<file path="src/rtl/assert_macros.svh">
// ----------------------------------------------------------------------------
// assert_macros.svh
// Assertion shorthands for the billboard quad expander
// ----------------------------------------------------------------------------
`ifndef ASSERT_MACROS_SVH
`define ASSERT_MACROS_SVH
`ifndef NO_ASSERTIONS
// same-cycle implication
`define ASSERT_IMPLY(label, clk, rst, ante, cons) \
  label: assert property (@(posedge clk) disable iff (rst) (ante) |-> (cons)) \
    else $error("assertion failed");
// next-cycle implication
`define ASSERT_NEXT(label, clk, rst, ante, cons) \
  label: assert property (@(posedge clk) disable iff (rst) (ante) |=> (cons)) \
    else $error("assertion failed");
`else
`define ASSERT_IMPLY(label, clk, rst, ante, cons)
`define ASSERT_NEXT(label, clk, rst, ante, cons)
`endif
`endif

</file>
<file path="src/rtl/bqe_pkg.sv">
// ----------------------------------------------------------------------------
// bqe_pkg
// Types, widths and helper functions shared by the billboard quad expander
// ----------------------------------------------------------------------------
package bqe_pkg;

  // configuration port
  localparam int CFG_INDEX_W = 3;
  localparam int CFG_DATA_W  = 16;

  typedef enum logic [CFG_INDEX_W-1:0] {
    REG_ROW0_X = 3'd0,
    REG_ROW0_Y = 3'd1,
    REG_ROW0_Z = 3'd2,
    REG_ROW1_X = 3'd3,
    REG_ROW1_Y = 3'd4,
    REG_ROW1_Z = 3'd5
  } cfg_reg_e;

  // datapath widths
  localparam int COEF_W  = 16;   // Q1.14 matrix and table entries
  localparam int COORD_W = 32;   // Q24.8 coordinates
  localparam int CR_W    = 41;   // c * r
  localparam int CRK_W   = 58;   // c * r * k
  localparam int LX_W    = 26;   // local x axis, Q.8
  localparam int LY_W    = 34;   // local y axis, Q.8
  localparam int PX_W    = 42;   // matrix entry * lx
  localparam int PY_W    = 50;   // matrix entry * ly
  localparam int SX_W    = 43;
  localparam int SY_W    = 51;
  localparam int BX_W    = 29;   // world x basis
  localparam int BY_W    = 37;   // world y basis
  localparam int VSUM_W  = 39;   // corner sum before clamping

  localparam logic signed [COEF_W-1:0] Q14_ONE  = 16'sd16384;
  localparam logic signed [COEF_W-1:0] Q14_ZERO = 16'sd0;

  localparam logic [1:0] CORNER_FIRST = 2'd0;
  localparam logic [1:0] CORNER_LAST  = 2'd3;

  // 2*pi in Q3.30
  localparam longint unsigned TWO_PI_Q30 = 64'd6746518852;

  typedef logic signed [COEF_W-1:0]  coef_t;
  typedef logic signed [COORD_W-1:0] coord_t;
  typedef logic signed [LX_W-1:0]    lx_t;
  typedef logic signed [LY_W-1:0]    ly_t;
  typedef logic signed [BX_W-1:0]    bx_t;
  typedef logic signed [BY_W-1:0]    by_t;

  typedef struct packed {
    coef_t [2:0] row0;
    coef_t [2:0] row1;
  } view_t;

  typedef struct packed {
    coord_t [2:0] origin;
    logic [7:0]   rotation;
    logic [23:0]  radius;
    logic [15:0]  stretch;
  } particle_t;

  typedef struct packed {
    coord_t [2:0] origin;
    coef_t        c;
    coef_t        s;
    logic [23:0]  radius;
    logic [15:0]  stretch;
  } lookup_t;

  typedef struct packed {
    coord_t [2:0] origin;
    lx_t          lx0;
    lx_t          lx1;
    ly_t          ly0;
    ly_t          ly1;
  } axes_t;

  typedef struct packed {
    coord_t [2:0] origin;
    bx_t [2:0]    bx;
    by_t [2:0]    by;
  } basis_t;

  typedef struct packed {
    logic [1:0] corner;
    coord_t     vertex_x;
    coord_t     vertex_y;
    coord_t     vertex_z;
    logic       tex_u;
    logic       tex_v;
    logic       last_corner;
  } vertex_t;

  // arithmetic shift right by n, round to nearest, ties away from zero
  function automatic logic signed [63:0] round_shift(input logic signed [63:0] v,
                                                     input int unsigned n);
    logic signed [63:0] half;
    logic signed [63:0] bias;
    half = 64'sd1 <<< (n - 1);
    bias = v[63] ? (half - 64'sd1) : half;
    return (v + bias) >>> n;
  endfunction

  // clamp a corner sum to the 32-bit coordinate range
  function automatic coord_t sat32(input logic signed [VSUM_W-1:0] v);
    logic [VSUM_W-COORD_W:0] top;
    top = v[VSUM_W-1:COORD_W-1];
    if (top == '0 || top == '1) begin
      return v[COORD_W-1:0];
    end else if (v[VSUM_W-1]) begin
      return {1'b1, {(COORD_W-1){1'b0}}};
    end else begin
      return {1'b0, {(COORD_W-1){1'b1}}};
    end
  endfunction

endpackage

</file>
<file path="src/rtl/bqe_lookup.sv">
// ----------------------------------------------------------------------------
// bqe_lookup
// Angle reduction and cosine/sine lookup, one register stage
// ----------------------------------------------------------------------------
module bqe_lookup #(
  parameter int ANGLE_STEPS = 256
) (
  input  logic                clk,
  input  logic                rst,
  input  logic                in_valid,
  output logic                in_ready,
  input  bqe_pkg::particle_t  in_data,
  output logic                out_valid,
  input  logic                out_ready,
  output bqe_pkg::lookup_t    out_data
);
  import bqe_pkg::*;

  localparam int IW  = $clog2(ANGLE_STEPS);
  localparam int RW  = (IW + 1 > 8) ? IW + 1 : 8;
  localparam int QTR = ANGLE_STEPS / 4;

  coef_t            cos_rom [ANGLE_STEPS];
  logic [RW-1:0]    idx;
  logic [IW:0]      sin_sum;
  logic [IW-1:0]    cos_idx;
  logic [IW-1:0]    sin_idx;
  lookup_t          stage_next;

  // constant cosine table, one entry per angle step
  for (genvar g = 0; g < ANGLE_STEPS; g++) begin : g_rom
    localparam int unsigned K = (g <= QTR)     ? g :
                                (g <= 2 * QTR) ? 2 * QTR - g :
                                (g <= 3 * QTR) ? g - 2 * QTR :
                                                 ANGLE_STEPS - g;
    localparam bit NEG = (g > QTR) && (g <= 3 * QTR);
    localparam longint unsigned X =
      (64'(K) * TWO_PI_Q30 + 64'(ANGLE_STEPS / 2)) / 64'(ANGLE_STEPS);
    localparam longint unsigned X2  = (X * X) >> 30;
    // taylor terms of the cosine, each one built from the term before
    localparam longint unsigned T0  = 64'd1 << 30;
    localparam longint unsigned T1  = ((T0 * X2) >> 30) / 64'd2;
    localparam longint unsigned T2  = ((T1 * X2) >> 30) / 64'd12;
    localparam longint unsigned T3  = ((T2 * X2) >> 30) / 64'd30;
    localparam longint unsigned T4  = ((T3 * X2) >> 30) / 64'd56;
    localparam longint unsigned T5  = ((T4 * X2) >> 30) / 64'd90;
    localparam longint unsigned T6  = ((T5 * X2) >> 30) / 64'd132;
    localparam longint unsigned T7  = ((T6 * X2) >> 30) / 64'd182;
    localparam longint unsigned T8  = ((T7 * X2) >> 30) / 64'd240;
    localparam longint unsigned T9  = ((T8 * X2) >> 30) / 64'd306;
    localparam longint unsigned T10 = ((T9 * X2) >> 30) / 64'd380;
    localparam longint SUM = longint'(T0) - longint'(T1) + longint'(T2) - longint'(T3) +
                             longint'(T4) - longint'(T5) + longint'(T6) - longint'(T7) +
                             longint'(T8) - longint'(T9) + longint'(T10);
    localparam longint SUM_POS = (SUM < 0) ? 64'sd0 : SUM;
    localparam coef_t MAG = COEF_W'((SUM_POS + 64'sd32768) >>> 16);
    localparam coef_t VAL = NEG ? -MAG : MAG;
    assign cos_rom[g] = VAL;
  end

  // rotation mod steps, then quarter-turn offset for the sine
  always_comb begin
    idx = RW'(in_data.rotation);
    for (int i = 0; i < 4; i++) begin
      if (idx >= RW'(ANGLE_STEPS)) begin
        idx = idx - RW'(ANGLE_STEPS);
      end
    end
    cos_idx = idx[IW-1:0];
    sin_sum = {1'b0, cos_idx} + (IW + 1)'(ANGLE_STEPS - QTR);
    if (sin_sum >= (IW + 1)'(ANGLE_STEPS)) begin
      sin_sum = sin_sum - (IW + 1)'(ANGLE_STEPS);
    end
    sin_idx = sin_sum[IW-1:0];
  end

  always_comb begin
    stage_next.origin  = in_data.origin;
    stage_next.c       = cos_rom[cos_idx];
    stage_next.s       = cos_rom[sin_idx];
    stage_next.radius  = in_data.radius;
    stage_next.stretch = in_data.stretch;
  end

  // stage register
  assign in_ready = !out_valid || out_ready;

  always_ff @(posedge clk) begin
    if (rst) begin
      out_valid <= 1'b0;
    end else if (in_ready) begin
      out_valid <= in_valid;
    end
  end

  always_ff @(posedge clk) begin
    if (in_ready && in_valid) begin
      out_data <= stage_next;
    end
  end

endmodule

</file>
<file path="config.mk">
export PLATFORM = sky130hd
export DESIGN_NAME = bqe_lookup
export DESIGN_NICKNAME = d
export VERILOG_FILES = /design/src/rtl/assert_macros.svh /design/src/rtl/bqe_pkg.sv /design/src/rtl/bqe_lookup.sv
export SDC_FILE = /design/constraint.sdc
export NUM_CORES = 1
export LEC_CHECK = 0
export BUFFER_PORTS_ARGS = -buffer_cell sky130_fd_sc_hd__buf_2
export CAP_MARGIN = 10
export CORE_UTILIZATION = 36
export DETAILED_ROUTE_END_ITERATION = 6
export GPL_TIMING_DRIVEN = 1
export PLACE_DENSITY = 0.65
export SKIP_CTS_REPAIR_TIMING = 1
export SKIP_LAST_GASP = 1
export SYNTH_ARGS = -nofsm -noshare
export SYNTH_HDL_FRONTEND = slang
export SYNTH_SLANG_ARGS = --single-unit
</file>
<file path="constraint.sdc">
create_clock -name clk -period 6.3 [get_ports clk]
set_input_delay 0.945 -clock clk [delete_from_list [all_inputs] [get_ports clk]]
set_output_delay 0.945 -clock clk [all_outputs]
set_load 0.1 [all_outputs]
</file>
==> results of run 1 <==
## layer usage
layer	wire, µm	global-route usage
met3	5260	0.0922
met4	2300	0.151
met1	18100	0.425
met5	27	0
met2	21300	0.512
## tightest hold or removal path: stages, from the launching register on
cell,delay (ns)
dfxtp_1,0.33
nand2b_1,0.12
a21oi_1,0.08
## through the flow
step	setup WS (ns)	hold WS, ns
after floorplan	0.0603	1.01
after global placement	2.01	0.515
after detailed placement	1.98	0.525
after CTS	2.41	0.540
after global routing	2.17	0.582
final	2.23	0.559
## Yosys cell counts (14+ instances only)
master / count / area [µm²]
clkbuf_1: 38 / 143
mux2i_1: 22 / 220
nor2b_1: 29 / 181
nor3_1: 27 / 135
nand3_1: 30 / 150
ha_1: 16 / 200
a31oi_1: 22 / 138
nand2_1: 63 / 236
a21oi_1: 67 / 335
o22ai_1: 17 / 106
a311oi_1: 14 / 123
o21ai_0: 66 / 330
o211ai_1: 17 / 128
nand2b_1: 34 / 213
edfxtp_1: 168 / 5040
buf_2: 38 / 190
nor2_1: 58 / 218
## worst max-delay path by stage
| stage | endpoint | slack, ns | depth (start not counted) |
|---|---|---|---|
| after floorplan | out_data[0] | 0.06 | 2 |
| after global placement | out_data[41] | 2.01 | 9 |
| after detailed placement | out_data[41] | 1.98 | 9 |
| after CTS | out_data[41] | 2.41 | 9 |
| after global routing | out_data[41] | 2.17 | 9 |
| final | out_data[41] | 2.23 | 9 |
## cell usage in the layout (no fill, tap or decap), types with 7 or more instances in the layout
| cell | instances |
|---|---|
| a211oi_1 | 13 |
| a21o_1 | 9 |
| a21oi_1 | 67 |
| a221oi_1 | 9 |
| a311oi_1 | 14 |
| a31oi_1 | 22 |
| and2_1 | 7 |
| and3_1 | 7 |
| buf_2 | 315 |
| buf_4 | 21 |
| clkbuf_16 | 17 |
| edfxtp_1 | 168 |
| ha_1 | 16 |
| inv_1 | 13 |
| mux2i_1 | 22 |
| nand2_1 | 63 |
| nand2b_1 | 34 |
| nand3_1 | 30 |
| nor2_1 | 57 |
| nor2b_1 | 29 |
| nor3_1 | 27 |
| nor3b_1 | 8 |
| o211ai_1 | 17 |
| o21ai_0 | 66 |
| o21ai_1 | 7 |
| o221ai_1 | 7 |
| o22ai_1 | 17 |
| o31ai_1 | 13 |
## sequential cells by signal, indices dropped and copies added (netlist names)
register and flops:
out_data 168, out_valid 1
## power by group through the flow
stage | clock network (µW) | logic [µW] | registers [µW]
after floorplan | 0 | 319 | 1900
after global placement | 0 | 1130 | 1380
after detailed placement | 0 | 1120 | 1380
after CTS | 1110 | 1120 | 1350
after global routing | 1150 | 1170 | 1360
final | 1090 | 1140 | 1350
## cells by family after synthesis
family          after synthesis  share of synthesized area
xor+xnor                      3                    0.00268
fa+ha+maj                    17                     0.0214
mux                          28                     0.0316
buf+inv                     105                     0.0489
compound gates              324                      0.220
flops                       169                      0.516
simple gates                303                      0.159
## final cells by class
cell class | instances | area share
sequential | 169 | 0.415
multi-input combinational | 675 | 0.350
clock inverter | 15 | 0.0158
tap | 341 | 0.0349
inverter | 15 | 0.00461
clock buffer | 17 | 0.0348
timing repair buffer | 338 | 0.145
==> results.sh, run 1 <==
export IMPL_status="finished clean"
export IMPL_finalPower_uw=3580
export IMPL_grt_pass1_vias=9247
export IMPL_cp_arrival_ns=4.19
export IMPL_netlist_cell_type_count=79
export IMPL_cts_sinks=169
export IMPL_drv_slew=0
export IMPL_die_h_um=167
export IMPL_syn_nets=1113
export IMPL_fin_nets=1380
export IMPL_hold_depth=2
export IMPL_insertion_delay_ns=0.43
export IMPL_track_usage=0.329
export IMPL_rows=60
export IMPL_synth_seq_area_share=0.516
export IMPL_placed_area_mm2=0.0116
export IMPL_crit_type="input port to register"
export IMPL_finalWirelength_um=47000
export IMPL_fp_dieArea_mm2=0.0279
export IMPL_internal_power_uw=2090
export IMPL_crit_required_ns=6.42
export IMPL_hold_path_class="register to register"
export IMPL_final_util=0.454
export IMPL_min_period_over_period=0.646
export IMPL_synthToLayoutAreaGrowth_pct=24.5
export IMPL_syn_area_per_cell_um2=10.3
export IMPL_ios=318
export IMPL_drt_vias_per_instance=6.44
export IMPL_crit_chain="buf_2 > inv_1 > ha_1 > nand2b_1 > nand3_1 > a21oi_1 > or4_1 > o211ai_1 > a222oi_1"
export IMPL_dp_cells=1538
export IMPL_clk_pin_slew_ns=0.08
export IMPL_rr_worst_depth=3
export IMPL_netlist_area_mm2=0.00981
export IMPL_numCtsBuffers=17
export IMPL_crit_fanout=22
export IMPL_p_leak_uw=0.00480
export IMPL_critical_path_max_stage_delay_ns=0.93
export IMPL_antenna_left=0
export IMPL_hold_start="out_valid"
export IMPL_clock_skew_ns=0.0160
export IMPL_multi_input_area_mm2=0.00427
export IMPL_route_detailed_drc=0
export IMPL_worstReg2RegEnd="out_data[137]"
export IMPL_instances_no_fill=1570
export IMPL_reg2reg_from="out_valid"
export IMPL_core_area_mm2=0.0269
export IMPL_cts_path_max_buffers=2
export IMPL_antenna_found_initial=2
export IMPL_power_share_sequential=0.377
export IMPL_hpwl_um=33700
export IMPL_min_period_ns=4.07
export IMPL_ir_worst_vdd_mv=0.172
export IMPL_n_antenna_cell=0
export IMPL_final_layout_size_suffix_gt1_frac=0.312
export IMPL_ys_ff_latch=169
export IMPL_htreeDepth=4
export IMPL_start_util=0.365
export IMPL_fp_dieW_um=167
export IMPL_cts_tree="built"
export IMPL_regArea_mm2=0.00506
export IMPL_cp_start_kind="input port"
export IMPL_syn_inst=949
export IMPL_yosysWarningCount=0
export IMPL_timing_slew_headroom=0.366
export IMPL_wl_per_cell_um=29.9
export IMPL_drv_cap=0
export IMPL_reg2reg_slack_ns=4.20
export IMPL_worstMarginPinSlew_ns=0.949
export IMPL_pwr_share_comb=0.319
export IMPL_cp_top_family="simple AND/OR/NAND/NOR gates"
export IMPL_powerDensity_mw_per_mm2=294
export IMPL_synth_flop_cell="edfxtp_1"
export IMPL_gp_congestion=1.00
export IMPL_clock_power_share=0.304
export IMPL_critical_path_slowest_cell="ha_1"
export IMPL_nFillCells=2614
export IMPL_worst_path_buf_inv=2
export IMPL_swShare=0.417
export IMPL_portBuffers=317
export IMPL_cp_startpoint="in_data[40]"
export IMPL_postSynth_asyncResetShare=0
export IMPL_clock_root_buffer="clkbuf_16"
export IMPL_firstDrtPassIters=7
export IMPL_grt_overflow=0
export IMPL_drt_iter0_drc=1794
export IMPL_max_freq_mhz=246
export IMPL_holdPathEnd="out_valid"
export IMPL_rsz0062_at_grt="no"
export IMPL_p_sw_uw=1490
export IMPL_setup_viol=0
export IMPL_crit_path_end_kind="register"
export IMPL_synth_edf_count=168
export IMPL_design_area_mm2=0.0122
export IMPL_grt_max_degree=127
export IMPL_setup_tns_ns=0
export IMPL_vias=10100
export IMPL_grt_pass1_wl_um=66400
export IMPL_finalHoldViolations=0
No activity file was read; power rests on OpenSTA's default activity.
==> inputs of run 2 (changes only) <==
==> constraint.sdc (replaced) <==
create_clock -name clk -period 4.1 [get_ports clk]
set_input_delay 0.615 -clock clk [delete_from_list [all_inputs] [get_ports clk]]
set_output_delay 0.615 -clock clk [all_outputs]
set_load 0.1 [all_outputs]
==> run 2 against run 1 <==
Against the previous run: cell count grew 3.0%; global-route usage grew 0.46 points; core utilization grew 1.4 points; combinational power grew 58%; final area grew 3.0%; largest cell class unchanged.
==> results.sh, run 2 (synthesized netlist as in run 1, its figures left out) <==
export IMPL_status="finished clean"
export IMPL_cp_startpoint="in_data[40]"
export IMPL_cp_arrival_ns=3.62
export IMPL_crit_type="input port to register"
export IMPL_reg2reg_slack_ns=2.12
export IMPL_finalWirelength_um=47800
export IMPL_p_leak_uw=0.00502
export IMPL_rows=60
export IMPL_grt_pass1_wl_um=67300
export IMPL_crit_fanout=18
export IMPL_synthToLayoutAreaGrowth_pct=28.2
export IMPL_drv_slew=0
export IMPL_antenna_left=0
export IMPL_setup_tns_ns=0
export IMPL_fp_dieW_um=167
export IMPL_timing_slew_headroom=0.448
export IMPL_drv_cap=0
export IMPL_firstDrtPassIters=6
export IMPL_core_area_mm2=0.0269
export IMPL_hold_path_class="input port to register"
export IMPL_rsz0062_at_grt="no"
export IMPL_min_period_ns=3.34
export IMPL_largest_reg_flops=168
export IMPL_crit_path_end_kind="register"
export IMPL_worstReg2RegEnd="out_data[109]"
export IMPL_grt_overflow=0
export IMPL_vias=10100
export IMPL_ios=318
export IMPL_antenna_found_initial=8
export IMPL_min_period_over_period=0.816
export IMPL_die_h_um=167
export IMPL_hpwl_um=35800
export IMPL_rr_worst_depth=3
export IMPL_fin_nets=1423
export IMPL_wl_per_cell_um=29.5
export IMPL_final_cell_mix="315 x buf_2, 168 x edfxtp_1, 67 x a21oi_1"
export IMPL_final_layout_size_suffix_gt1_frac=0.335
export IMPL_grt_pass1_vias=9484
export IMPL_grt_max_degree=62
export IMPL_clock_root_buffer="clkbuf_16"
export IMPL_cts_sinks=169
export IMPL_drt_iter0_drc=1482
export IMPL_numCtsBuffers=17
export IMPL_clk_pin_slew_ns=0.09
export IMPL_worstMarginPinSlew_ns=0.828
export IMPL_route_detailed_drc=0
export IMPL_cp_start_kind="input port"
export IMPL_insertion_delay_ns=0.43
export IMPL_drt_vias_per_instance=6.24
export IMPL_finalHoldViolations=0
export IMPL_start_util=0.365
export IMPL_cts_tree="built"
export IMPL_ir_worst_vdd_mv=0.262
export IMPL_largestRegisters="out_data (168), out_valid (1)"
export IMPL_cts_path_max_buffers=2
export IMPL_htreeDepth=4
export IMPL_reg2reg_from="out_valid"
export IMPL_track_usage=0.334
export IMPL_powerDensity_mw_per_mm2=443
export IMPL_top_register="out_data"
export IMPL_endpoint="out_data[64]"
export IMPL_fp_dieArea_mm2=0.0279
export IMPL_final_util=0.468
export IMPL_crit_required_ns=4.37
export IMPL_setup_viol=0
export IMPL_portBuffers=317
export IMPL_gp_congestion=1.03
export IMPL_layout_commonest_cell="buf_2"
export IMPL_clock_skew_ns=0.0239
export IMPL_max_freq_mhz=299
[run 2: how the worst min path moves through the flow]
| stage | start | end | cells after the start |
|---|---|---|---|
| detailed placement | out_valid | out_valid | 2 |
| global placement | out_valid | out_valid | 2 |
| CTS | rst | out_valid | 2 |
| finish | rst | out_valid | 2 |
| global route | rst | out_valid | 2 |
| floorplan | rst | out_valid | 1 |
[run 2: critical path: stages]
cell and delay, ns:
buf_2 0.28, inv_1 0.22, ha_1 0.63, nor2b_1 0.26
buf_4 0.19, nor2_1 0.38, a211oi_1 0.15, a221oi_1 0.50
o21ai_0 0.17, a21oi_1 0.20
[run 2: where the power goes]
part / switching (µW) / internal, µW
clock network: 845 / 854
logic: 1440 / 362
registers: 29.8 / 2040
[run 2: metrics by stage]
stage | power [µW] | hold WS, ns | area (µm²) | setup WS, ns | instances
global route | 5720 | 0.308 | 12600 | 0.709 | 1616
floorplan | 3400 | 0.684 | 9810 | 0.756 | 949
CTS | 5580 | 0.308 | 12600 | 0.964 | 1613
finish | 5570 | 0.319 | 12600 | 0.756 | 1617
detailed placement | 3880 | 0.542 | 11900 | 0.542 | 1581
global placement | 3890 | 0.522 | 11900 | 0.598 | 1581
[run 2: layout make-up]
class	count	area, µm²
Antenna cell	4	10.0
Clock buffer	17	425
Clock inverter	15	214
Fill cell	2590	14300
Inverter	15	56.3
Multi-Input combinational cell	675	4270
Sequential cell	169	5060
Tap cell	341	427
Timing Repair Buffer	381	2110
[run 2: per-layer routing]
metal	part of all wire	GRT usage	up-vias
li1	-	-	4310
met1	0.39	0.429	4914
met2	0.46	0.523	735
met3	0.10	0.0796	134
met4	0.054	0.172	0
met5	0	0	-
