--- src/rtl/assert_macros.svh ---
// ----------------------------------------------------------------------------
// assert_macros.svh
// Assertion shorthands for the billboard quad expander
// ----------------------------------------------------------------------------
`ifndef ASSERT_MACROS_SVH
`define ASSERT_MACROS_SVH
`ifndef NO_ASSERTIONS
// same-cycle implication
`define ASSERT_IMPLY(label, clk, rst, ante, cons) \
  label: assert property (@(posedge clk) disable iff (rst) (ante) |-> (cons)) \
    else $error("assertion failed");
// next-cycle implication
`define ASSERT_NEXT(label, clk, rst, ante, cons) \
  label: assert property (@(posedge clk) disable iff (rst) (ante) |=> (cons)) \
    else $error("assertion failed");
`else
`define ASSERT_IMPLY(label, clk, rst, ante, cons)
`define ASSERT_NEXT(label, clk, rst, ante, cons)
`endif
`endif

--- src/rtl/bqe_pkg.sv ---
// ----------------------------------------------------------------------------
// bqe_pkg
// Types, widths and helper functions shared by the billboard quad expander
// ----------------------------------------------------------------------------
package bqe_pkg;

  // configuration port
  localparam int CFG_INDEX_W = 3;
  localparam int CFG_DATA_W  = 16;

  typedef enum logic [CFG_INDEX_W-1:0] {
    REG_ROW0_X = 3'd0,
    REG_ROW0_Y = 3'd1,
    REG_ROW0_Z = 3'd2,
    REG_ROW1_X = 3'd3,
    REG_ROW1_Y = 3'd4,
    REG_ROW1_Z = 3'd5
  } cfg_reg_e;

  // datapath widths
  localparam int COEF_W  = 16;   // Q1.14 matrix and table entries
  localparam int COORD_W = 32;   // Q24.8 coordinates
  localparam int CR_W    = 41;   // c * r
  localparam int CRK_W   = 58;   // c * r * k
  localparam int LX_W    = 26;   // local x axis, Q.8
  localparam int LY_W    = 34;   // local y axis, Q.8
  localparam int PX_W    = 42;   // matrix entry * lx
  localparam int PY_W    = 50;   // matrix entry * ly
  localparam int SX_W    = 43;
  localparam int SY_W    = 51;
  localparam int BX_W    = 29;   // world x basis
  localparam int BY_W    = 37;   // world y basis
  localparam int VSUM_W  = 39;   // corner sum before clamping

  localparam logic signed [COEF_W-1:0] Q14_ONE  = 16'sd16384;
  localparam logic signed [COEF_W-1:0] Q14_ZERO = 16'sd0;

  localparam logic [1:0] CORNER_FIRST = 2'd0;
  localparam logic [1:0] CORNER_LAST  = 2'd3;

  // 2*pi in Q3.30
  localparam longint unsigned TWO_PI_Q30 = 64'd6746518852;

  typedef logic signed [COEF_W-1:0]  coef_t;
  typedef logic signed [COORD_W-1:0] coord_t;
  typedef logic signed [LX_W-1:0]    lx_t;
  typedef logic signed [LY_W-1:0]    ly_t;
  typedef logic signed [BX_W-1:0]    bx_t;
  typedef logic signed [BY_W-1:0]    by_t;

  typedef struct packed {
    coef_t [2:0] row0;
    coef_t [2:0] row1;
  } view_t;

  typedef struct packed {
    coord_t [2:0] origin;
    logic [7:0]   rotation;
    logic [23:0]  radius;
    logic [15:0]  stretch;
  } particle_t;

  typedef struct packed {
    coord_t [2:0] origin;
    coef_t        c;
    coef_t        s;
    logic [23:0]  radius;
    logic [15:0]  stretch;
  } lookup_t;

  typedef struct packed {
    coord_t [2:0] origin;
    lx_t          lx0;
    lx_t          lx1;
    ly_t          ly0;
    ly_t          ly1;
  } axes_t;

  typedef struct packed {
    coord_t [2:0] origin;
    bx_t [2:0]    bx;
    by_t [2:0]    by;
  } basis_t;

  typedef struct packed {
    logic [1:0] corner;
    coord_t     vertex_x;
    coord_t     vertex_y;
    coord_t     vertex_z;
    logic       tex_u;
    logic       tex_v;
    logic       last_corner;
  } vertex_t;

  // arithmetic shift right by n, round to nearest, ties away from zero
  function automatic logic signed [63:0] round_shift(input logic signed [63:0] v,
                                                     input int unsigned n);
    logic signed [63:0] half;
    logic signed [63:0] bias;
    half = 64'sd1 <<< (n - 1);
    bias = v[63] ? (half - 64'sd1) : half;
    return (v + bias) >>> n;
  endfunction

  // clamp a corner sum to the 32-bit coordinate range
  function automatic coord_t sat32(input logic signed [VSUM_W-1:0] v);
    logic [VSUM_W-COORD_W:0] top;
    top = v[VSUM_W-1:COORD_W-1];
    if (top == '0 || top == '1) begin
      return v[COORD_W-1:0];
    end else if (v[VSUM_W-1]) begin
      return {1'b1, {(COORD_W-1){1'b0}}};
    end else begin
      return {1'b0, {(COORD_W-1){1'b1}}};
    end
  endfunction

endpackage

--- src/rtl/bqe_corners.sv ---
// ----------------------------------------------------------------------------
// bqe_corners
// Holds one quad basis and issues its four corners through an output register
// ----------------------------------------------------------------------------
`include "assert_macros.svh"

module bqe_corners (
  input  logic              clk,
  input  logic              rst,
  input  logic              in_valid,
  output logic              in_ready,
  input  bqe_pkg::basis_t   in_data,
  output logic              out_valid,
  input  logic              out_ready,
  output bqe_pkg::vertex_t  out_data
);
  import bqe_pkg::*;

  logic                      hold_valid;
  basis_t                    hold;
  logic [1:0]                cnt;
  logic                      out_en;
  logic                      load;
  logic                      neg_x;
  logic                      neg_y;
  logic signed [VSUM_W-1:0]  vsum [3];
  logic signed [VSUM_W-1:0]  o_e  [3];
  logic signed [VSUM_W-1:0]  bx_e [3];
  logic signed [VSUM_W-1:0]  by_e [3];
  vertex_t                   out_next;

  // handshake between hold stage and output register
  assign out_en   = !out_valid || out_ready;
  assign load     = out_en && hold_valid;
  assign in_ready = !hold_valid || (load && cnt == CORNER_LAST);

  always_ff @(posedge clk) begin
    if (rst) begin
      hold_valid <= 1'b0;
      cnt        <= CORNER_FIRST;
      out_valid  <= 1'b0;
    end else begin
      if (in_ready) hold_valid <= in_valid;
      if (load) cnt <= cnt + 2'd1;
      if (out_en) out_valid <= hold_valid;
    end
  end

  always_ff @(posedge clk) begin
    if (in_ready && in_valid) begin
      hold <= in_data;
    end
  end

  // fan order: x negated on corners 0 and 3, y negated on corners 2 and 3
  assign neg_x = (cnt == 2'd0) || (cnt == CORNER_LAST);
  assign neg_y = cnt[1];

  always_comb begin
    for (int j = 0; j < 3; j++) begin
      o_e[j]  = VSUM_W'($signed(hold.origin[j]));
      bx_e[j] = VSUM_W'($signed(hold.bx[j]));
      by_e[j] = VSUM_W'($signed(hold.by[j]));
      vsum[j] = o_e[j] + (neg_x ? -bx_e[j] : bx_e[j]) + (neg_y ? -by_e[j] : by_e[j]);
    end
    out_next.corner      = cnt;
    out_next.vertex_x    = sat32(vsum[0]);
    out_next.vertex_y    = sat32(vsum[1]);
    out_next.vertex_z    = sat32(vsum[2]);
    out_next.tex_u       = cnt[1] ^ cnt[0];
    out_next.tex_v       = cnt[1];
    out_next.last_corner = (cnt == CORNER_LAST);
  end

  always_ff @(posedge clk) begin
    if (load) begin
      out_data <= out_next;
    end
  end

  // corner sequencing checks
  `ASSERT_NEXT(a_corner_step, clk, rst, out_valid && out_ready && out_data.corner != CORNER_LAST, out_valid && out_data.corner == $past(out_data.corner) + 2'd1)
  `ASSERT_NEXT(a_quad_wrap, clk, rst, out_valid && out_ready && out_data.corner == CORNER_LAST, !out_valid || out_data.corner == CORNER_FIRST)
  `ASSERT_NEXT(a_new_quad, clk, rst, in_valid && in_ready, hold_valid && cnt == CORNER_FIRST)

endmodule

--- config.mk ---
export PLATFORM = sky130hd
export DESIGN_NAME = bqe_corners
export DESIGN_NICKNAME = d
export VERILOG_FILES = /design/src/rtl/bqe_pkg.sv /design/src/rtl/bqe_corners.sv
export VERILOG_INCLUDE_DIRS = /design/src /design/src/rtl
export SDC_FILE = /design/constraint.sdc
export NUM_CORES = 1
export LEC_CHECK = 0
export BUFFER_PORTS_ARGS = -buffer_cell sky130_fd_sc_hd__buf_4
export CAP_MARGIN = 20
export CORE_MARGIN = 3
export CORE_UTILIZATION = 45
export CTS_BUF_LIST = sky130_fd_sc_hd__clkbuf_16
export CTS_CLUSTER_DIAMETER = 120
export CTS_CLUSTER_SIZE = 14
export DETAILED_ROUTE_END_ITERATION = 12
export PLACE_DENSITY = 0.68
export SYNTH_ARGS = -nofsm -noshare
export SYNTH_HDL_FRONTEND = slang
export SYNTH_SLANG_ARGS = --single-unit
--- constraint.sdc ---
create_clock -name clk -period 9.2 [get_ports clk]
set_input_delay 2.3 -clock clk [delete_from_list [all_inputs] [get_ports clk]]
set_output_delay 2.3 -clock clk [all_outputs]
set_load 0.005 [all_outputs]
==> results of run 1 <==
==> flip-flops by register name, indices dropped and copies added, names as in the netlist <==
| name | cells |
|---|---|
| cnt | 2 |
| bx_e | 87 |
| hold_valid | 1 |
| out_valid | 1 |
| out_data | 100 |
| by_e | 111 |
| hold | 96 |
==> worst register-to-register path, stage by stage, from the launching register on <==
cell      delay, ns
edfxtp_1       0.43
nor4_1         0.55
nor2b_1        0.23
nand2_1        0.09
nor4_1         0.69
and2_1         0.35
nand2_1        0.08
nor2_1         0.22
nand2_1        0.09
o21ai_0        0.41
a21boi_0       0.31
fa_1           0.46
inv_1          0.07
ha_1           0.32
a211oi_1       0.30
o21ai_0        0.13
a211oi_1       0.25
nor2_1         0.07
nor3_1         0.14
o21ai_0        0.12
xor2_1         0.17
or3_1          0.39
o41ai_2        0.29
buf_4          0.35
o21ai_0        0.20
==> synth_stat cells, types with 46 or more instances <==
| library cell | number | area share (%) |
|---|---|---|
| nand2_1 | 118 | 1.6 |
| xnor2_1 | 147 | 4.8 |
| xor2_1 | 147 | 4.8 |
| edfxtp_1 | 394 | 44 |
| a21oi_1 | 180 | 3.4 |
| clkbuf_1 | 67 | 0.94 |
| o21a_1 | 46 | 1.3 |
| inv_1 | 384 | 5.4 |
| ha_1 | 118 | 5.5 |
| nor3_1 | 58 | 1.1 |
| a21o_1 | 87 | 2.4 |
| fa_1 | 117 | 8.7 |
| o21ai_0 | 135 | 2.5 |
| nor2_1 | 116 | 1.6 |
==> where the power goes <==
| group | internal [mW] | switching (mW) |
|---|---|---|
| logic | 1.94 | 2.65 |
| registers | 2.49 | 0.171 |
| clock network | 0.685 | 0.656 |
==> metal layers <==
metal	wire (microns)	part of all wire [%]	vias to the layer above
met3	4510	6.2	121
li1	-	-	9632
met2	35400	48	647
met4	2410	3.3	2
met1	30800	42	9757
met5	9	0.012	-
==> path summary, 6_finish.rpt <==
| check | depth (start not counted) | end | start |
|---|---|---|---|
| max | 24 | out_data[21]$_DFFE_PP_ | bx_e[4]$_DFFE_PP_ |
| min | 2 | out_valid$_SDFFE_PP0N_ | hold_valid$_SDFFE_PP0N_ |
| max reg2reg | 24 | out_data[21]$_DFFE_PP_ | bx_e[4]$_DFFE_PP_ |
| min reg2reg | 2 | out_valid$_SDFFE_PP0N_ | hold_valid$_SDFFE_PP0N_ |
==> layout make-up <==
class	count	area [sq um]
sequential	398	11900
clock buffer	35	876
clock inverter	11	71.3
multi-input combinational	1679	13200
fill	5079	26800
inverter	384	1440
timing repair buffer	413	3110
tap	765	957
antenna	3	7.51
==> per-stage QoR <==
| step | area [sq um] | power [mW] | hold slack [ns] | setup slack, ns |
|---|---|---|---|---|
| 6_report | 31600 | 8.59 | 0.480 | 2.22 |
| 5_1_grt | 31600 | 9.22 | 0.510 | 1.51 |
| 2_1_floorplan | 26900 | 5.82 | 0.447 | 2.57 |
| 3_3_place_gp | 30600 | 7.17 | 0.457 | 2.48 |
| 3_5_place_dp | 30600 | 7.24 | 0.468 | 2.24 |
| 4_1_cts | 31600 | 8.63 | 0.479 | 2.18 |
==> cells by family after synthesis <==
kind of cell    Yosys count  synth area share (%)
fa+ha+maj               235                  14.2
buf+inv                 466                  6.64
compound gates          635                  15.1
flops                   398                  44.3
simple gates            493                  9.24
mux                      21                 0.801
xor+xnor                295                  9.65
==> results.yml, run 1 <==
status:
  status: "completed"
clock_network:
  cts-root-buf: "clkbuf_16"
  holdBufCountCts: 0
  clk_path_buf_depth: 3
  insertion_delay_ns: 0.57
  htreeDepth: 2
  cts_resized: 0
  cts_tree: "done"
  clk_pin_slew_ns: 0.07
  post_cts_buffers: 0
  clkSinkCount: 398
  cts_buffers: 34
timing:
  finalClockSkew_ns: 0.0247
  min_period_ns: 6.98
  drv_slew: 0
  fin_crit_sh_pct: 75.9
  slew-limit-headroom_pct: 34.6
  worst_pin_slew_ns: 0.975
  setup_viol: 0
  tns_ns: 0
  grt_setup_unrepaired: "no"
  fmax_mhz: 143
  hold_viol: 0
critical_path:
  max_stage_delay_ns: 0.69
  path_common_cell: "o21ai_0"
  crit_path_cell_trace: "nor4_1, nor2b_1, nand2_1, nor4_1, and2_1, nand2_1, nor2_1, nand2_1, o21ai_0, a21boi_0, fa_1, inv_1, ha_1, a211oi_1, o21ai_0, a211oi_1, nor2_1, nor3_1, o21ai_0, xor2_1, or3_1, o41ai_2, buf_4, o21ai_0"
  worst_ep_arrival_time_ns: 7.26
  rrSetupSlack_ns: 2.22
  cp_slowest_cell: "nor4_1"
  crit_required_ns: 9.48
  path_delay_family: "simple AND/OR/NAND/NOR gates"
  startpoint_type: "register"
  crit_buf_inv: 2
  critPathKind: "register to register"
  crit_fanout: 31
  end_kind: "register"
global_route:
  use_met1_pct: 29.8
  grt_max_degree: 156
  grt.met2_usage_pct: 38.2
  grtUsageTotal_pct: 22.7
  use_met3_pct: 3.75
  grt_pass1_wl_microns: 112000
  grt_antenna_before_repair: 5
  overflow: 0
  grt_busiest_layer: "met2"
  grt_pass1_vias: 20304
synthesis:
  synthArstFlopShare_pct: 0
  syn_area_sq_um: 26900
  syn_inst: 2543
  ys_seq_area_share_pct: 44.3
  syn_nets: 3076
  avgSynthCellArea_sq_um: 10.6
  ys_types: 73
  ys_ff_latch: 398
  yosys_warnings: 0
  synthFlopType: "edfxtp_1"
  synth_edf_count: 394
floorplan:
  io_pins: 401
  initial_core_util_pct: 46.0
  num_rows: 88
  dieWidth_microns: 250
  core-area_sq_um: 58400
  die_y_microns: 250
  die_area_sq_um: 62700
routing:
  wl_per_cell_microns: 19.8
  first_pass_iters: 5
  final_antenna_net_count: 0
  drt_iter0_drc: 1371
  route.detailed.drc: 0
  vias: 20159
  avgViaCountPerCell: 5.47
  totalWireLength_microns: 73100
flow_run:
  maxCapViolations: 0
placed_design:
  dp.cells: 3639
  gp_congestion: 0.949
  hpwl_microns: 57300
  io_buffers: 400
layout:
  final_cell_mix: "412 x buf_4, 394 x edfxtp_1, 391 x inv_1"
  drive_gt1_share_pct: 16.5
  synthToLayoutAreaGrowth_pct: 17.6
  fin_nets: 3443
  final_common_cell: "buf_4"
  final_util_pct: 54.2
  final_cells: 3688
worst_hold_path:
  hold_path_class: "register to register"
power:
  pwr_density_cell_nw_per_um2: 272
  ir_drop_mv: 0.187
  cellLeakagePower_nw: 13.2
(Power assumes the default switching activity.)
==> run 2, diff against run 1 <==
--- a/config.mk
+++ b/config.mk
@@ -6,6 +6,7 @@
 export SDC_FILE = /design/constraint.sdc
 export NUM_CORES = 1
 export LEC_CHECK = 0
+export ABC_AREA = 1
 export BUFFER_PORTS_ARGS = -buffer_cell sky130_fd_sc_hd__buf_4
 export CAP_MARGIN = 20
 export CORE_MARGIN = 3
@@ -14,7 +15,6 @@
 export CTS_CLUSTER_DIAMETER = 120
 export CTS_CLUSTER_SIZE = 14
 export DETAILED_ROUTE_END_ITERATION = 12
-export PLACE_DENSITY = 0.68
 export SYNTH_ARGS = -nofsm -noshare
 export SYNTH_HDL_FRONTEND = slang
 export SYNTH_SLANG_ARGS = --single-unit
==> constraint.sdc (replaced) <==
create_clock -name clk -period 6.8 [get_ports clk]
set_input_delay 1.7 -clock clk [delete_from_list [all_inputs] [get_ports clk]]
set_output_delay 1.7 -clock clk [all_outputs]
set_load 0.005 [all_outputs]
==> run 2 against run 1 <==
Net effect:
- final cell count increased by 29%
- die area increased by 9.2%
- largest power group unchanged
- worst hold slack improved by 0.0045 ns
- highest routed layer unchanged
==> results.yml, run 2 <==
placed_design:
  hpwl_microns: 73000
  io_buffers: 400
  dpl-instance-area_sq_um: 33300
  dp_slack_ns: 0.874
  gp_congestion: 0.973
clock_network:
  post_cts_buffers: 0
  clk_path_buf_depth: 3
  insertion_delay_ns: 0.57
  clkSinkCount: 398
  cts-root-buf: "clkbuf_16"
  cts_resized: 0
  cts_tree: "done"
  htreeDepth: 2
  clk_pin_slew_ns: 0.07
  cts_buffers: 34
  holdBufCountCts: 0
synthesis:
  ys_types: 53
  synth_area_leader_cell: "edfxtp_1"
  yosysTopAreaCellShare_pct: 40.2
  synthFlopType: "edfxtp_1"
  synth_common_cells: "780 x nand2_1, 699 x inv_1, 394 x edfxtp_1"
  syn_nets: 4027
  syn_area_sq_um: 29400
  ys_ff_latch: 398
  synth_edf_count: 394
  synthArstFlopShare_pct: 0
  yosys_warnings: 0
  synth.most_common_cell: "nand2_1"
  syn_inst: 3494
  avgSynthCellArea_sq_um: 8.42
  ys_seq_area_share_pct: 40.5
  synth_area_leaders: "edfxtp_1 40%, nand2_1 10%, inv_1 8.9%"
critical_path:
  worst_ep_arrival_time_ns: 6.38
  r2r_cells: 30
  crit_required_ns: 7.19
  timing.rr.start: "bx_e[39]$_DFFE_PP_"
  crit_fanout: 31
  path_common_cell: "nand2_1"
  startpoint_type: "register"
  max_stage_delay_ns: 0.64
  rrSetupSlack_ns: 0.81
  end_kind: "register"
  worst_r2r_endpoint: "out_data[48]$_DFFE_PP_"
  startpoint: "bx_e[39]$_DFFE_PP_"
  cp_slowest_cell: "nand3_2"
  crit_end: "out_data[48]$_DFFE_PP_"
  critPathKind: "register to register"
layout:
  fin_area_sq_um: 34300
  fill_cells: 6177
  drive_gt1_share_pct: 13.6
  fin_nets: 4431
  final_common_cell: "nand2_1"
  synthToLayoutAreaGrowth_pct: 16.5
  final_cell_mix: "780 x nand2_1, 700 x inv_1, 411 x buf_4"
  largest_reg_flops: 111
global_route:
  grt_pass1_vias: 23711
  grt_pass1_wl_microns: 134000
  grtUsageTotal_pct: 25.6
  overflow: 0
  grt_max_degree: 136
  grt_antenna_before_repair: 12
floorplan:
  die_area_sq_um: 68500
  core-area_sq_um: 64600
  num_rows: 93
  dieWidth_microns: 262
  die_y_microns: 262
  io_pins: 401
  initial_core_util_pct: 45.5
timing:
  slew-limit-headroom_pct: 35.6
  min_period_ns: 5.99
  fin_crit_sh_pct: 88.1
  hold_viol: 0
  finalClockSkew_ns: 0.0218
  drv_slew: 0
  layout_setup_ws_ns: 0.807
  tns_ns: 0
  worst_pin_slew_ns: 0.959
  grt_setup_unrepaired: "no"
  setup_viol: 0
  fmax_mhz: 167
routing:
  avgViaCountPerCell: 5.04
  drt_iter0_drc: 1848
  first_pass_iters: 5
  route.detailed.drc: 0
  final_antenna_net_count: 0
  vias: 24008
  wl_per_cell_microns: 18.6
  totalWireLength_microns: 88500
power:
  pwr_density_cell_nw_per_um2: 348
  cellLeakagePower_nw: 16.0
  ir_drop_mv: 0.233
flow_run:
  maxCapViolations: 0
worst_hold_path:
  worstHoldStart: "hold_valid$_SDFFE_PP0N_"
  hold_path_class: "register to register"
status:
  status: "completed"
[run 2: how the worst min path moves through the flow]
stage / endpoint / slack (ns) / depth (start not counted)
after floorplan: out_valid$_SDFFE_PP0N_ / 0.44 / 2
after global placement: out_valid$_SDFFE_PP0N_ / 0.46 / 2
after detailed placement: out_valid$_SDFFE_PP0N_ / 0.47 / 2
after CTS: out_valid$_SDFFE_PP0N_ / 0.48 / 2
after global routing: out_valid$_SDFFE_PP0N_ / 0.51 / 2
final: out_valid$_SDFFE_PP0N_ / 0.48 / 2
[run 2: power by group]
part | total, mW | internal [mW] | switching, mW
registers | 3.38 | 3.21 | 0.166
clock network | 1.80 | 0.901 | 0.900
logic | 6.74 | 2.43 | 4.31
[run 2: final cells by class]
type,instances,area [sq um],share of cell area [%]
Antenna cell,2,5.00,0.0146
Clock buffer,34,851,2.48
Sequential cell,398,11900,34.8
Tap cell,855,1070,3.12
Timing Repair Buffer,415,3170,9.24
Inverter,703,2640,7.71
Clock inverter,8,57.6,0.168
Multi-Input combinational cell,2346,14600,42.5
[run 2: cell families after synthesis]
| group | synth area share (%) |
|---|---|
| xor+xnor | 8.31 |
| flops | 40.5 |
| compound gates | 7.71 |
| simple gates | 20.5 |
| fa+ha+maj | 13.0 |
| buf+inv | 10.0 |
[run 2: per-layer routing]
metal  part of all wire (%)  GRT usage, %  wire [microns]
met1                     42          33.6           37400
met2                     49          44.0           42900
met3                    6.3          4.23            5600
met4                    2.7          6.81            2360
met5                   0.16             0             142
[run 2: worst max-delay path: cells and delay by family (launching register included)]
kind                       cells  cell delay, ns
DFF                            1            0.36
and+or+nand+nor               19            3.02
adders and majority gates      3            1.14
buffers and inverters          4            0.36
AOI/OAI and AO/OA              4            0.92
[run 2: metrics by stage]
stage | utilization, % | total power [mW] | std cells | hold WS [ns]
after floorplan | - | 8.12 | 3494 | 0.445
after global placement | 51.6 | 10.1 | 4717 | 0.464
after detailed placement | 51.6 | 10.1 | 4717 | 0.469
after CTS | 53.0 | 12.0 | 4759 | 0.484
after global routing | 53.0 | 12.9 | 4759 | 0.512
final | 53.1 | 11.9 | 4761 | 0.484
==> run 3, diff against run 2 <==
==> constraint.sdc (replaced) <==
create_clock -name clk -period 5.93 [get_ports clk]
set_input_delay 1.4825 -clock clk [delete_from_list [all_inputs] [get_ports clk]]
set_output_delay 1.4825 -clock clk [all_outputs]
set_load 0.005 [all_outputs]
==> run 3 against run 2 <==
Net effect:
- combinational power up 19%
- first-iteration DRC count rose by 4.5%
- final cell count rose by 0.63%
- largest power group unchanged
- highest routed layer unchanged
- clock skew up 0.015 ns
- cell area rose by 1.0%
==> results.yml, run 3 (synthesis gave the netlist of run 2 again) <==
placed_design:
  dp.cells: 4737
  dpl-instance-area_sq_um: 33600
  hpwl_microns: 73800
  dp_slack_ns: 0.352
  gp_congestion: 0.967
  io_buffers: 400
layout:
  largest_reg_flops: 111
  fin_area_sq_um: 34600
  final_cell_mix: "779 x nand2_1, 705 x inv_1, 427 x buf_4"
  fin_nets: 4453
  synthToLayoutAreaGrowth_pct: 17.7
  final_common_cell: "nand2_1"
  fill_cells: 6276
  seqCellArea_sq_um: 11900
  final_cells: 4791
  drive_gt1_share_pct: 14.3
  multiInputGateArea_sq_um: 14600
timing:
  slew-limit-headroom_pct: 30.0
  worst_pin_slew_ns: 1.05
  grt_setup_unrepaired: "no"
  setup_viol: 0
  fmax_mhz: 182
  finalClockSkew_ns: 0.0367
  fin_crit_sh_pct: 92.7
  drv_slew: 0
  layout_setup_ws_ns: 0.433
  finalHoldWorstSlack_ns: 0.510
  tns_ns: 0
  hold_viol: 0
  min_period_ns: 5.50
flow_run:
  maxCapViolations: 0
routing:
  vias: 24187
  final_antenna_net_count: 0
  totalWireLength_microns: 89900
  avgViaCountPerCell: 5.05
  first_pass_iters: 9
  route.detailed.drc: 0
  drt_iter0_drc: 1931
  wl_per_cell_microns: 18.8
global_route:
  overflow: 0
  grt_max_degree: 111
  grt_pass1_wl_microns: 136000
  grtUsageTotal_pct: 26.1
  grt_pass1_vias: 24124
  grt_antenna_before_repair: 11
critical_path:
  crit_required_ns: 6.23
  cp_slowest_cell: "fa_1"
  r2r_cells: 30
  max_stage_delay_ns: 0.55
  rrSetupSlack_ns: 0.43
  startpoint_type: "register"
  critPathKind: "register to register"
  crit_fanout: 31
  worst_ep_arrival_time_ns: 5.80
  end_kind: "register"
status:
  status: "completed"
power:
  share_seq_of_total_power_pct: 27.7
  pwr_density_cell_nw_per_um2: 403
  power_frac_clock_pct: 14.9
  cellLeakagePower_nw: 16.2
  p_int_mw: 7.61
  pwr-share-comb_pct: 57.4
  ir_drop_mv: 0.252
  p_switching_mw: 6.34
  switching_share_pct: 45.4
floorplan:
  die_y_microns: 262
  num_rows: 93
  die_area_sq_um: 68500
  initial_core_util_pct: 45.5
  core-area_sq_um: 64600
  io_pins: 401
  dieWidth_microns: 262
clock_network:
  cts_buffers: 34
  holdBufCountCts: 0
  clkSinkCount: 398
  htreeDepth: 2
  cts_tree: "done"
  insertion_delay_ns: 0.58
  clk_path_buf_depth: 3
  cts-root-buf: "clkbuf_16"
  clk_pin_slew_ns: 0.07
worst_hold_path:
  min_path_cells: 2
  hold_path_class: "register to register"
-- run 3: changes by cell type in the layout (fill, tap and decap cells not counted), sizes merged --
cell / change
buf: +22
clkinv: +2
diode: +1
inv: +5
-- run 3: worst paths after layout --
kind,start,end
max,bx_e[39]$_DFFE_PP_,out_data[49]$_DFFE_PP_
min,cnt[0]$_SDFFE_PP0P_,cnt[0]$_SDFFE_PP0P_
max reg2reg,bx_e[39]$_DFFE_PP_,out_data[49]$_DFFE_PP_
min reg2reg,cnt[0]$_SDFFE_PP0P_,cnt[0]$_SDFFE_PP0P_
-- run 3: metal layers --
layer,track usage [%],vias up,wire length (microns)
met2,45.1,691,43300
met1,34.1,11346,38600
met5,0,-,124
met4,7.24,16,2550
met3,4.15,129,5290
li1,-,12005,-
-- run 3: metrics by stage --
step           utilization (%)  power [mW]
4_1_cts                   53.5        14.0
2_1_floorplan                -        9.32
3_3_place_gp              52.1        11.9
6_report                  53.6        13.9
5_1_grt                   53.6        15.1
3_5_place_dp              52.1        11.9
-- run 3: layout make-up --
type,count,area share (%)
Antenna cell,3,0.0217
Inverter,703,7.68
Sequential cell,398,34.4
Clock inverter,15,0.242
Clock buffer,34,2.46
Tap cell,855,3.09
Timing Repair Buffer,437,9.84
Multi-Input combinational cell,2346,42.2
-- run 3: timing repair --
item | CTS | global route
endpoints found under the setup margin | 0 | 81
setup buffers | 0 | 2
endpoints found under the hold margin | 0 | 0
gates resized for setup | 0 | 7
-- run 3: worst max-delay path: cells and delay by family, from the launching register on --
kind | cells | cell delay (ns)
and+or+nand+nor | 18 | 2.47
AOI/OAI and AO/OA | 4 | 0.78
adders and majority gates | 3 | 1.10
buffers and inverters | 5 | 0.51
DFF | 1 | 0.36
-- run 3: power by group through the flow --
| stage | Combinational (mW) | Sequential [mW] | Clock, mW |
|---|---|---|---|
| 3_3_place_gp | 7.98 | 3.93 | 0 |
| 5_1_grt | 8.96 | 3.90 | 2.23 |
| 6_report | 8.00 | 3.87 | 2.07 |
| 2_1_floorplan | 5.41 | 3.90 | 0 |
| 3_5_place_dp | 7.95 | 3.93 | 0 |
| 4_1_cts | 7.99 | 3.87 | 2.13 |
